<file path="src/rtl/ebbp_pkg.sv">
package ebbp_pkg;

  // Blob layout
  localparam int unsigned BLOCK_BYTES = 128;
  localparam int unsigned NAME_CHARS  = 13;
  localparam int unsigned CAP_BYTES   = 13;   // bytes 8..20

  localparam int unsigned POS_W  = 8;
  localparam int unsigned CIDX_W = 4;
  localparam int unsigned NIDX_W = 4;
  localparam int unsigned OFF_W  = 5;

  localparam logic [POS_W-1:0] POS_BLOCK_END = POS_W'(BLOCK_BYTES);
  localparam logic [POS_W-1:0] POS_HDR_END   = 8'd8;
  localparam logic [POS_W-1:0] POS_CAP_FIRST = 8'd8;
  localparam logic [POS_W-1:0] POS_CAP_LAST  = 8'd20;
  localparam logic [POS_W-1:0] POS_CLK_LO    = 8'd54;
  localparam logic [POS_W-1:0] POS_CLK_HI    = 8'd55;
  localparam logic [POS_W-1:0] POS_DESC_FIRST = 8'd72;
  localparam logic [POS_W-1:0] POS_DESC_END   = 8'd126;

  localparam logic [5:0] DESC_LEN   = 6'd18;
  localparam logic [5:0] DESC_LEN2  = 6'd36;

  // Offsets within one display descriptor
  localparam logic [OFF_W-1:0] OFF_CLK_LO = 5'd0;
  localparam logic [OFF_W-1:0] OFF_CLK_HI = 5'd1;
  localparam logic [OFF_W-1:0] OFF_TAG    = 5'd3;
  localparam logic [OFF_W-1:0] OFF_TEXT   = 5'd5;
  localparam logic [OFF_W-1:0] OFF_LAST   = 5'd17;

  // Captured byte slots (position minus 8)
  localparam logic [CIDX_W-1:0] CAP_MFG_HI  = 4'd0;
  localparam logic [CIDX_W-1:0] CAP_MFG_LO  = 4'd1;
  localparam logic [CIDX_W-1:0] CAP_PROD_LO = 4'd2;
  localparam logic [CIDX_W-1:0] CAP_PROD_HI = 4'd3;
  localparam logic [CIDX_W-1:0] CAP_SER_0   = 4'd4;
  localparam logic [CIDX_W-1:0] CAP_SER_1   = 4'd5;
  localparam logic [CIDX_W-1:0] CAP_SER_2   = 4'd6;
  localparam logic [CIDX_W-1:0] CAP_SER_3   = 4'd7;
  localparam logic [CIDX_W-1:0] CAP_WEEK    = 4'd8;
  localparam logic [CIDX_W-1:0] CAP_YEAR    = 4'd9;
  localparam logic [CIDX_W-1:0] CAP_VER     = 4'd10;
  localparam logic [CIDX_W-1:0] CAP_REV     = 4'd11;
  localparam logic [CIDX_W-1:0] CAP_INPUT   = 4'd12;

  localparam logic [7:0]  HDR_EDGE   = 8'h00;
  localparam logic [7:0]  HDR_MID    = 8'hFF;
  localparam logic [7:0]  VERSION_1  = 8'h01;
  localparam logic [7:0]  NAME_TAG   = 8'hFC;
  localparam logic [7:0]  CH_NEWLINE = 8'h0A;
  localparam logic [7:0]  CH_SPACE   = 8'h20;
  localparam logic [7:0]  YEAR_MIN   = 8'h0F;
  localparam logic [7:0]  WEEK_NONE  = 8'hFF;
  localparam logic [7:0]  WEEK_END   = 8'h37;
  localparam logic [11:0] YEAR_BASE  = 12'd1990;
  localparam logic [2:0]  LETTER_HI  = 3'b010;   // +0x40 on a 5-bit code

  typedef struct packed {
    logic [7:0] data_byte;
    logic       last_byte;
  } ebbp_in_t;

  typedef struct packed {
    logic        block_valid;
    logic [23:0] manufacturer_letters;
    logic [15:0] product_code;
    logic [31:0] serial_value;
    logic [11:0] manufacture_year;
    logic [5:0]  manufacture_week;
    logic [7:0]  version_number;
    logic [7:0]  revision_number;
    logic        digital_input;
    logic        name_present;
    logic [63:0] name_head;
    logic [39:0] name_tail;
  } ebbp_out_t;

  function automatic logic [7:0] hdr_byte(input logic [2:0] idx);
    logic [7:0] v;
    case (idx)
      3'd0, 3'd7: v = HDR_EDGE;
      default:    v = HDR_MID;
    endcase
    return v;
  endfunction

endpackage

</file>
<file path="src/rtl/edid_base_block_parser_unit.sv">
// A result appears in out_data in the cycle after the transfer of the byte marked last.
// One byte per cycle while in_ready holds; per-byte work is a position decode and an 8-bit add.
// in_ready drops only while a finished result waits in the output register and out_ready is low.
// Reset: synchronous on rst_n low; clears position, checksum, header and timing flags,
// the kept-name flag and the output valid. A last byte clears position, sum, hdr_ok, tclk, kp.
module edid_base_block_parser_unit (
  input  logic                clk,
  input  logic                rst_n,
  input  logic                in_valid,
  output logic                in_ready,
  input  ebbp_pkg::ebbp_in_t  in_data,
  output logic                out_valid,
  input  logic                out_ready,
  output ebbp_pkg::ebbp_out_t out_data
);
  import ebbp_pkg::*;

  // Parse state
  logic [POS_W-1:0] pos_r, pos_nxt;
  logic [7:0]       sum_r, sum_nxt;
  logic             hdr_ok_r, hdr_ok_nxt;
  logic             tclk_r, tclk_nxt;
  logic             dclk_r, dclk_nxt;
  logic [7:0]       dtag_r, dtag_nxt;
  logic             nl_r, nl_nxt;       // newline seen
  logic             fail_r, fail_nxt;   // string rules broken
  logic             psp_r, psp_nxt;     // previous kept char was a space
  logic             kp_r, kp_nxt;       // kept name present

  logic [7:0] cap_r [CAP_BYTES];
  logic [7:0] cap_nxt [CAP_BYTES];
  logic [7:0] sbuf_r [NAME_CHARS];
  logic [7:0] sbuf_nxt [NAME_CHARS];
  logic [7:0] kch_r [NAME_CHARS];
  logic [7:0] kch_nxt [NAME_CHARS];

  // Output register
  logic      out_valid_r, out_valid_nxt;
  ebbp_out_t out_data_r, res;

  logic       in_acc, take, blob_end;
  logic [7:0] b;
  logic [5:0] dpos;
  logic [OFF_W-1:0] off;
  logic [NIDX_W-1:0] nidx;

  assign in_ready = !out_valid_r || out_ready;
  assign in_acc   = in_valid && in_ready;
  assign b        = in_data.data_byte;
  assign blob_end = in_acc && in_data.last_byte;
  assign take     = in_acc && (pos_r < POS_BLOCK_END);

  // Offset inside the current display descriptor (three of 18 bytes each)
  assign dpos = 6'(pos_r - POS_DESC_FIRST);
  always_comb begin
    if (dpos < DESC_LEN) begin
      off = OFF_W'(dpos);
    end else if (dpos < DESC_LEN2) begin
      off = OFF_W'(dpos - DESC_LEN);
    end else begin
      off = OFF_W'(dpos - DESC_LEN2);
    end
  end
  assign nidx = NIDX_W'(off - OFF_TEXT);

  // Per-byte update: header check, field capture, timing clock, name scan
  always_comb begin
    pos_nxt    = pos_r;
    sum_nxt    = sum_r;
    hdr_ok_nxt = hdr_ok_r;
    tclk_nxt   = tclk_r;
    dclk_nxt   = dclk_r;
    dtag_nxt   = dtag_r;
    nl_nxt     = nl_r;
    fail_nxt   = fail_r;
    psp_nxt    = psp_r;
    kp_nxt     = kp_r;
    cap_nxt    = cap_r;
    sbuf_nxt   = sbuf_r;
    kch_nxt    = kch_r;
    if (take) begin
      pos_nxt = pos_r + 1'b1;
      sum_nxt = sum_r + b;
      if (pos_r < POS_HDR_END) begin
        if (b != hdr_byte(pos_r[2:0])) begin
          hdr_ok_nxt = 1'b0;
        end
      end else if (pos_r <= POS_CAP_LAST) begin
        cap_nxt[CIDX_W'(pos_r - POS_CAP_FIRST)] = b;
      end else if (pos_r == POS_CLK_LO || pos_r == POS_CLK_HI) begin
        if (b != 8'h00) begin
          tclk_nxt = 1'b1;
        end
      end else if (pos_r >= POS_DESC_FIRST && pos_r < POS_DESC_END) begin
        if (off == OFF_CLK_LO) begin
          // Start of a descriptor: drop the previous scan
          dclk_nxt = (b != 8'h00);
          dtag_nxt = 8'h00;
          nl_nxt   = 1'b0;
          fail_nxt = 1'b0;
          psp_nxt  = 1'b0;
          for (int k = 0; k < NAME_CHARS; k++) begin
            sbuf_nxt[k] = 8'h00;
          end
        end else if (off == OFF_CLK_HI) begin
          if (b != 8'h00) begin
            dclk_nxt = 1'b1;
          end
        end else if (off == OFF_TAG) begin
          dtag_nxt = b;
        end else if (off >= OFF_TEXT) begin
          if (b inside {[8'h21:8'h7E]}) begin
            sbuf_nxt[nidx] = b;
            psp_nxt = 1'b0;
          end else if (!nl_r) begin
            if (b == CH_NEWLINE) begin
              if (nidx != '0 && psp_r) begin
                fail_nxt = 1'b1;
              end
              nl_nxt  = 1'b1;
              psp_nxt = 1'b0;
            end else if (b == CH_SPACE) begin
              sbuf_nxt[nidx] = b;
              psp_nxt = 1'b1;
            end else begin
              fail_nxt = 1'b1;
            end
          end else if (b != CH_SPACE) begin
            fail_nxt = 1'b1;
          end
          if (off == OFF_LAST) begin
            // Trailing space without a newline fails the name
            if (!nl_nxt && psp_nxt) begin
              fail_nxt = 1'b1;
            end
            if (!dclk_r && dtag_r == NAME_TAG) begin
              kp_nxt  = !fail_nxt;
              kch_nxt = sbuf_nxt;
            end
          end
        end
      end
    end
  end

  // Result decode from the state as it stands after the last byte
  always_comb begin
    logic ok, yr_ok;
    logic [15:0] code;
    logic [7:0]  wk, yr;
    ok = (pos_nxt == POS_BLOCK_END) && (sum_nxt == 8'h00) && hdr_ok_nxt &&
         (cap_nxt[CAP_VER] == VERSION_1) && tclk_nxt;
    code  = {cap_nxt[CAP_MFG_HI], cap_nxt[CAP_MFG_LO]};
    wk    = cap_nxt[CAP_WEEK];
    yr    = cap_nxt[CAP_YEAR];
    yr_ok = (yr > YEAR_MIN) && (wk != WEEK_NONE);
    res = '0;
    if (ok) begin
      res.block_valid = 1'b1;
      res.manufacturer_letters = {LETTER_HI, code[14:10], LETTER_HI, code[9:5],
                                  LETTER_HI, code[4:0]};
      res.product_code = {cap_nxt[CAP_PROD_HI], cap_nxt[CAP_PROD_LO]};
      res.serial_value = {cap_nxt[CAP_SER_3], cap_nxt[CAP_SER_2],
                          cap_nxt[CAP_SER_1], cap_nxt[CAP_SER_0]};
      if (yr_ok) begin
        res.manufacture_year = {4'h0, yr} + YEAR_BASE;
        if (wk != 8'h00 && wk < WEEK_END) begin
          res.manufacture_week = wk[5:0];
        end
      end
      res.version_number  = cap_nxt[CAP_VER];
      res.revision_number = cap_nxt[CAP_REV];
      res.digital_input   = cap_nxt[CAP_INPUT][7];
      if (kp_nxt) begin
        res.name_present = 1'b1;
        for (int k = 0; k < 8; k++) begin
          res.name_head[63-8*k -: 8] = kch_nxt[k];
        end
        for (int k = 8; k < NAME_CHARS; k++) begin
          res.name_tail[39-8*(k-8) -: 8] = kch_nxt[k];
        end
      end
    end
  end

  // Hold a result until its transfer; load a fresh one on the last byte
  always_comb begin
    if (blob_end) begin
      out_valid_nxt = 1'b1;
    end else if (out_ready) begin
      out_valid_nxt = 1'b0;
    end else begin
      out_valid_nxt = out_valid_r;
    end
  end

  always_ff @(posedge clk) begin
    if (!rst_n) begin
      pos_r       <= '0;
      sum_r       <= '0;
      hdr_ok_r    <= 1'b1;
      tclk_r      <= 1'b0;
      dclk_r      <= 1'b0;
      dtag_r      <= '0;
      nl_r        <= 1'b0;
      fail_r      <= 1'b0;
      psp_r       <= 1'b0;
      kp_r        <= 1'b0;
      out_valid_r <= 1'b0;
    end else begin
      out_valid_r <= out_valid_nxt;
      dclk_r      <= dclk_nxt;
      dtag_r      <= dtag_nxt;
      nl_r        <= nl_nxt;
      fail_r      <= fail_nxt;
      psp_r       <= psp_nxt;
      if (blob_end) begin
        // Back to the reset state for the next blob
        pos_r    <= '0;
        sum_r    <= '0;
        hdr_ok_r <= 1'b1;
        tclk_r   <= 1'b0;
        kp_r     <= 1'b0;
      end else begin
        pos_r    <= pos_nxt;
        sum_r    <= sum_nxt;
        hdr_ok_r <= hdr_ok_nxt;
        tclk_r   <= tclk_nxt;
        kp_r     <= kp_nxt;
      end
    end
  end

  always_ff @(posedge clk) begin
    cap_r  <= cap_nxt;
    sbuf_r <= sbuf_nxt;
    kch_r  <= kch_nxt;
    if (blob_end) begin
      out_data_r <= res;
    end
  end

  assign out_valid = out_valid_r;
  assign out_data  = out_data_r;

  // Checks
  a_result_follows_last: assert property (@(posedge clk) disable iff (!rst_n)
    blob_end |=> out_valid_r)
    else $error("no result after last byte");

  a_restart_after_last: assert property (@(posedge clk) disable iff (!rst_n)
    blob_end |=> (pos_r == '0 && sum_r == 8'h00 && hdr_ok_r && !kp_r))
    else $error("state not cleared after last byte");

  a_pos_saturates: assert property (@(posedge clk) disable iff (!rst_n)
    pos_r <= POS_BLOCK_END)
    else $error("byte position beyond block");

  a_invalid_zero: assert property (@(posedge clk) disable iff (!rst_n)
    (out_valid_r && !out_data_r.block_valid) |->
      (out_data_r.manufacturer_letters == '0 && out_data_r.serial_value == '0 &&
       out_data_r.name_present == 1'b0 && out_data_r.version_number == '0))
    else $error("invalid block with nonzero fields");

  a_no_name_zero: assert property (@(posedge clk) disable iff (!rst_n)
    (out_valid_r && !out_data_r.name_present) |->
      (out_data_r.name_head == '0 && out_data_r.name_tail == '0))
    else $error("name characters without a name");

endmodule
</file>
<file path="config.mk">
export PLATFORM = sky130hd
export DESIGN_NAME = edid_base_block_parser_unit
export DESIGN_NICKNAME = d
export VERILOG_FILES = /design/src/rtl/ebbp_pkg.sv /design/src/rtl/edid_base_block_parser_unit.sv
export SDC_FILE = /design/constraint.sdc
export NUM_CORES = 1
export LEC_CHECK = 0
export ABC_AREA = 1
export BUFFER_PORTS_ARGS = -buffer_cell sky130_fd_sc_hd__buf_4
export CORE_MARGIN = 3
export CORE_UTILIZATION = 45
export CTS_BUF_LIST = sky130_fd_sc_hd__clkbuf_4 sky130_fd_sc_hd__clkbuf_8
export DETAILED_ROUTE_END_ITERATION = 8
export GPL_ROUTABILITY_DRIVEN = 0
export SLEW_MARGIN = 20
export SYNTH_ARGS = -nofsm -noshare
export SYNTH_HDL_FRONTEND = slang
export SYNTH_SLANG_ARGS = --single-unit
</file>
<file path="constraint.sdc">
create_clock -name clk -period 26.9 [get_ports clk]
set_input_delay 5.38 -clock clk [delete_from_list [all_inputs] [get_ports clk]]
set_output_delay 5.38 -clock clk [all_outputs]
set_load 0.01 [all_outputs]
</file>
==> flow_summary.yaml <==
cells_and_area:
  total_of_fill_cells_in_the_finished_design: 4446
  final-instance-count-excl-fill: 3274
  final_layout_size_suffix_gt1_share_pct: 19.6
  nets: 2579
  final_core_utilization_pct: 54.1
  fin_area_um2: 26100
  synthToLayoutAreaGrowth_pct: 17.7
placement:
  instance_area_at_placement_um2: 24300
  quantity_of_i_o_buffers_inserted_on_ports: 221
  detailedPlace.worstSlack_ns: 15.65
  placed_cells_incl_taps: 3108
  post-dp-hpwl_mm: 33.7
global_routing:
  vias_in_the_first_global_route: 15700
  grt.met3_usage_pct: 4.08
  top_usage_layer: "met2"
  grt_max_degree: 143
  use_met1_pct: 27.9
  grt_antenna_before_repair: 1
  global_route_wire_length_before_repair_mm: 84.8
  grt-ovfl-total: 0
  grt_use_met2_pct: 32.0
  grt_use_total_pct: 20.3
clock_tree:
  clk_buf_depth: 3
  root_buf_cell: "sky130_fd_sc_hd__clkbuf_8"
  worst_skew_pair.late_latency_ns: 0.65
  clock_tree.htree_level_count: 3
  cts.clk_slew.worst_paths_ns: 0.06
  cts_tree: "built"
  post_cts.repair.setup_buffers: 0
  cts_inserted_buffers: 88
  ctsResizeCount: 0
  cts_num_sinks: 540
  ctsHoldBuffers: 0
synthesis:
  muxShareOfSynthArea_pct: 0.0902
  async_flop_share_pct: 0
  syn_area_um2: 22200
  synth.yosys.seq_area_share_pct: 62.6
  post_synth_xor_area_fraction_pct: 0.355
  synth_top_family_by_area: "simple AND/OR/NAND/NOR gates"
  adder_cell_share_of_the_synthesized_area_pct: 1.39
  netlist_instances: 2316
  synth.lib_cells_used.distinct: 43
  total_number_of_yosys_warnings: 0
  synth_compound_area_share_pct: 6.89
  synth-simple-area-share_pct: 20.7
  ys_dominant_reg_cell: "sky130_fd_sc_hd__edfxtp_1"
  syn_avg_cell_area_um2: 9.58
  synth_seq_cells: 540
  synth_enable_flop_cells: 308
power:
  vdd.ir_drop.worst_uv: 31.8
  powerDensity_nw_per_um2: 65.2
  leakagePower_nw: 11.4
timing:
  max_slew_headroom_pct: 27.3
  fmax_mhz: 88.9
  totalNegativeSetupSlack_ns: 0
  rsz0062_at_grt: "false"
  finalHoldViolCount: 0
  finalSetupViolCount: 0
  slew_at_the_pin_closest_to_its_max_slew_limit_ns: 1.09
  min_period_ns: 11.25
  final-max-slew-violation-count: 0
  fin_skew_ns: 0.0175
  setup_slack_ns: 15.65
  finalCritPeriodShare_pct: 41.8
floorplanning:
  initial_cell_density_of_the_core_pct: 46.0
  coreArea_um2: 48200
  dieWidth_um: 228
  core.rowCount: 80
  die-area_um2: 52000
  boundaryPins: 228
  dieHeight_um: 228
drt:
  detail_route.first_pass.iterations: 5
  detail_route.iter0.violations: 1198
  postRouteWirelength_mm: 53.5
  via_count: 16000
  ant_nets: 0
  remaining_drc_errors: 0
  drt-wirelength-per-cell_um: 16.3
  avgViaCountPerCell: 4.89
critical_path:
  cpMostUsedCell: "sky130_fd_sc_hd__buf_4"
  worstPathBufferInverterCount: 3
  worstReg2RegStart: "pos_r[3]"
  worstPathMaxFanout: 7
  critical_path.endpoint_type: "output port"
  type_of_the_worst_setup_path: "in2out"
  critPathLaunch: "out_ready"
  data_required_critical_path_ns: 21.52
  crit_chain: "buf_4 -> inv_1 -> nand2_2 -> buf_4"
  worst_path_largest_cell_delay_ns: 0.18
  worst_ep_arrival_time_ns: 5.87
  cp_max_stage_cell: "sky130_fd_sc_hd__buf_4"
  worst_setup_path_start_kind: "input port"
  path_delay_family: "buffers and inverters"
min_path:
  hp-class: "reg2reg"
  min-delay-start: "cap_r[17]"
run:
  maxCapViolCount: 0
run_status:
  outcome: "complete, no violations"
==> worst paths after layout <==
kind | slack [ns] | cells after the start | endpoint
max | 15.65 | 4 | in_ready
max reg2reg | 22.28 | 16 | out_data[47]
min reg2reg | 0.45 | 2 | cap_r[17]
min | 0.45 | 2 | cap_r[17]
==> metrics by stage <==
stage | power (mW) | hold slack, ns
2_1_floorplan | 0.950 | 0.414
3_3_place_gp | 0.987 | 0.426
3_5_place_dp | 0.988 | 0.432
4_1_cts | 1.72 | 0.447
5_1_grt | 1.77 | 0.468
6_report | 1.70 | 0.446
==> power breakdown <==
| group | total [mW] | switching (mW) | internal, mW | leakage (nW) |
|---|---|---|---|---|
| Combinational | 0.0765 | 0.0499 | 0.0266 | 6.06 |
| Clock | 0.733 | 0.321 | 0.412 | 0.995 |
| Sequential | 0.893 | 0.00744 | 0.886 | 4.35 |
==> kinds of logic after synthesis <==
group / Yosys count
and+or+nand+nor: 1014
DFF: 540
buffers and inverters: 427
AOI/OAI and AO/OA: 299
adders and majority gates: 24
xor gates and xnor gates: 9
muxes: 2
other: 1
==> metal layers <==
metal	wire, um	vias to the layer above
li1	-	7989
met3	2950	81
met5	0	-
met1	24400	7563
met2	24800	390
met4	1340	0
==> worst min-delay path, delay by kind of cell, from the launching register on <==
family           cells  cell delay, ns
AND/OR/NAND/NOR      2            0.11
flip-flops           1            0.31
==> cell usage in the layout, fill, tap and decap left out, types with 3 or more instances in the layout <==
| cell | synthesis | routed |
|---|---|---|
| sky130_fd_sc_hd__nand2_1 | 522 | 522 |
| sky130_fd_sc_hd__edfxtp_1 | 308 | 308 |
| sky130_fd_sc_hd__inv_1 | 304 | 303 |
| sky130_fd_sc_hd__buf_4 | 13 | 233 |
| sky130_fd_sc_hd__dfxtp_1 | 232 | 232 |
| sky130_fd_sc_hd__nor2_1 | 210 | 207 |
| sky130_fd_sc_hd__o21ai_0 | 162 | 162 |
| sky130_fd_sc_hd__clkbuf_8 | 0 | 110 |
| sky130_fd_sc_hd__nand3_1 | 89 | 89 |
| sky130_fd_sc_hd__a21oi_1 | 76 | 76 |
| sky130_fd_sc_hd__nor3_1 | 67 | 67 |
| sky130_fd_sc_hd__o21ai_1 | 51 | 51 |
| sky130_fd_sc_hd__nor3_2 | 51 | 51 |
| sky130_fd_sc_hd__clkbuf_4 | 0 | 31 |
| sky130_fd_sc_hd__or2_2 | 24 | 24 |
| sky130_fd_sc_hd__ha_1 | 23 | 23 |
| sky130_fd_sc_hd__nand4_1 | 16 | 16 |
| sky130_fd_sc_hd__clkinv_2 | 1 | 13 |
| sky130_fd_sc_hd__conb_1 | 1 | 13 |
| sky130_fd_sc_hd__inv_2 | 13 | 11 |
| sky130_fd_sc_hd__nand2_2 | 10 | 9 |
| sky130_fd_sc_hd__clkinv_1 | 0 | 9 |
| sky130_fd_sc_hd__nor2_2 | 5 | 7 |
| sky130_fd_sc_hd__nor2_4 | 5 | 6 |
| sky130_fd_sc_hd__nand3_2 | 6 | 6 |
| sky130_fd_sc_hd__xor2_1 | 6 | 6 |
| sky130_fd_sc_hd__nand2_4 | 3 | 3 |
| sky130_fd_sc_hd__xnor2_1 | 3 | 3 |
==> layout make-up <==
class,count,area (um2),area share (%)
sequential,540,13900,53.2
tap,656,821,3.14
multi-input combinational,1361,6600,25.2
clock buffer,141,1750,6.69
inverter,318,1200,4.60
clock inverter,23,113,0.431
timing repair buffer,233,1750,6.70
antenna,2,5.00,0.0192
==> synthesized netlist by cell type, types with 2 or more instances <==
master / instances / area share (%)
sky130_fd_sc_hd__nor3_1: 67 / 1.5
sky130_fd_sc_hd__buf_6: 9 / 0.46
sky130_fd_sc_hd__a21oi_1: 76 / 1.7
sky130_fd_sc_hd__and2_1: 2 / 0.056
sky130_fd_sc_hd__nand3_1: 89 / 2.0
sky130_fd_sc_hd__buf_4: 13 / 0.44
sky130_fd_sc_hd__xor2_1: 6 / 0.24
sky130_fd_sc_hd__nor2_1: 210 / 3.6
sky130_fd_sc_hd__nand2_2: 10 / 0.28
sky130_fd_sc_hd__nor2_4: 5 / 0.25
sky130_fd_sc_hd__nor2_2: 5 / 0.14
sky130_fd_sc_hd__o21a_1: 2 / 0.068
sky130_fd_sc_hd__edfxtp_1: 308 / 42
sky130_fd_sc_hd__ha_1: 23 / 1.3
sky130_fd_sc_hd__dfxtp_1: 232 / 21
sky130_fd_sc_hd__nand4_1: 16 / 0.45
sky130_fd_sc_hd__or2_2: 24 / 0.68
sky130_fd_sc_hd__inv_2: 13 / 0.22
sky130_fd_sc_hd__clkbuf_1: 41 / 0.69
sky130_fd_sc_hd__nand2_1: 522 / 8.8
sky130_fd_sc_hd__inv_1: 304 / 5.1
sky130_fd_sc_hd__nand2_4: 3 / 0.15
sky130_fd_sc_hd__nor3_2: 51 / 2.3
sky130_fd_sc_hd__xnor2_1: 3 / 0.12
sky130_fd_sc_hd__mux2i_1: 2 / 0.090
sky130_fd_sc_hd__nand3_2: 6 / 0.27
sky130_fd_sc_hd__buf_2: 46 / 1.0
sky130_fd_sc_hd__nand3b_1: 2 / 0.068
sky130_fd_sc_hd__o21ai_1: 51 / 1.1
sky130_fd_sc_hd__o21ai_0: 162 / 3.7
==> flip-flops by register name (all words and copies together), names as in the netlist <==
signal and flops:
cap_r 96, sbuf_r 104, out_data 204, kch_r 104, sum_r 8, hdr_ok_r 1, tclk_r 1, dtag_r 8
dclk_r 1, pos_r 8, kp_r 1, nl_r 1, psp_r 1, out_valid 1, fail_r 1
Note: power is estimated with default switching activity, not from simulation.
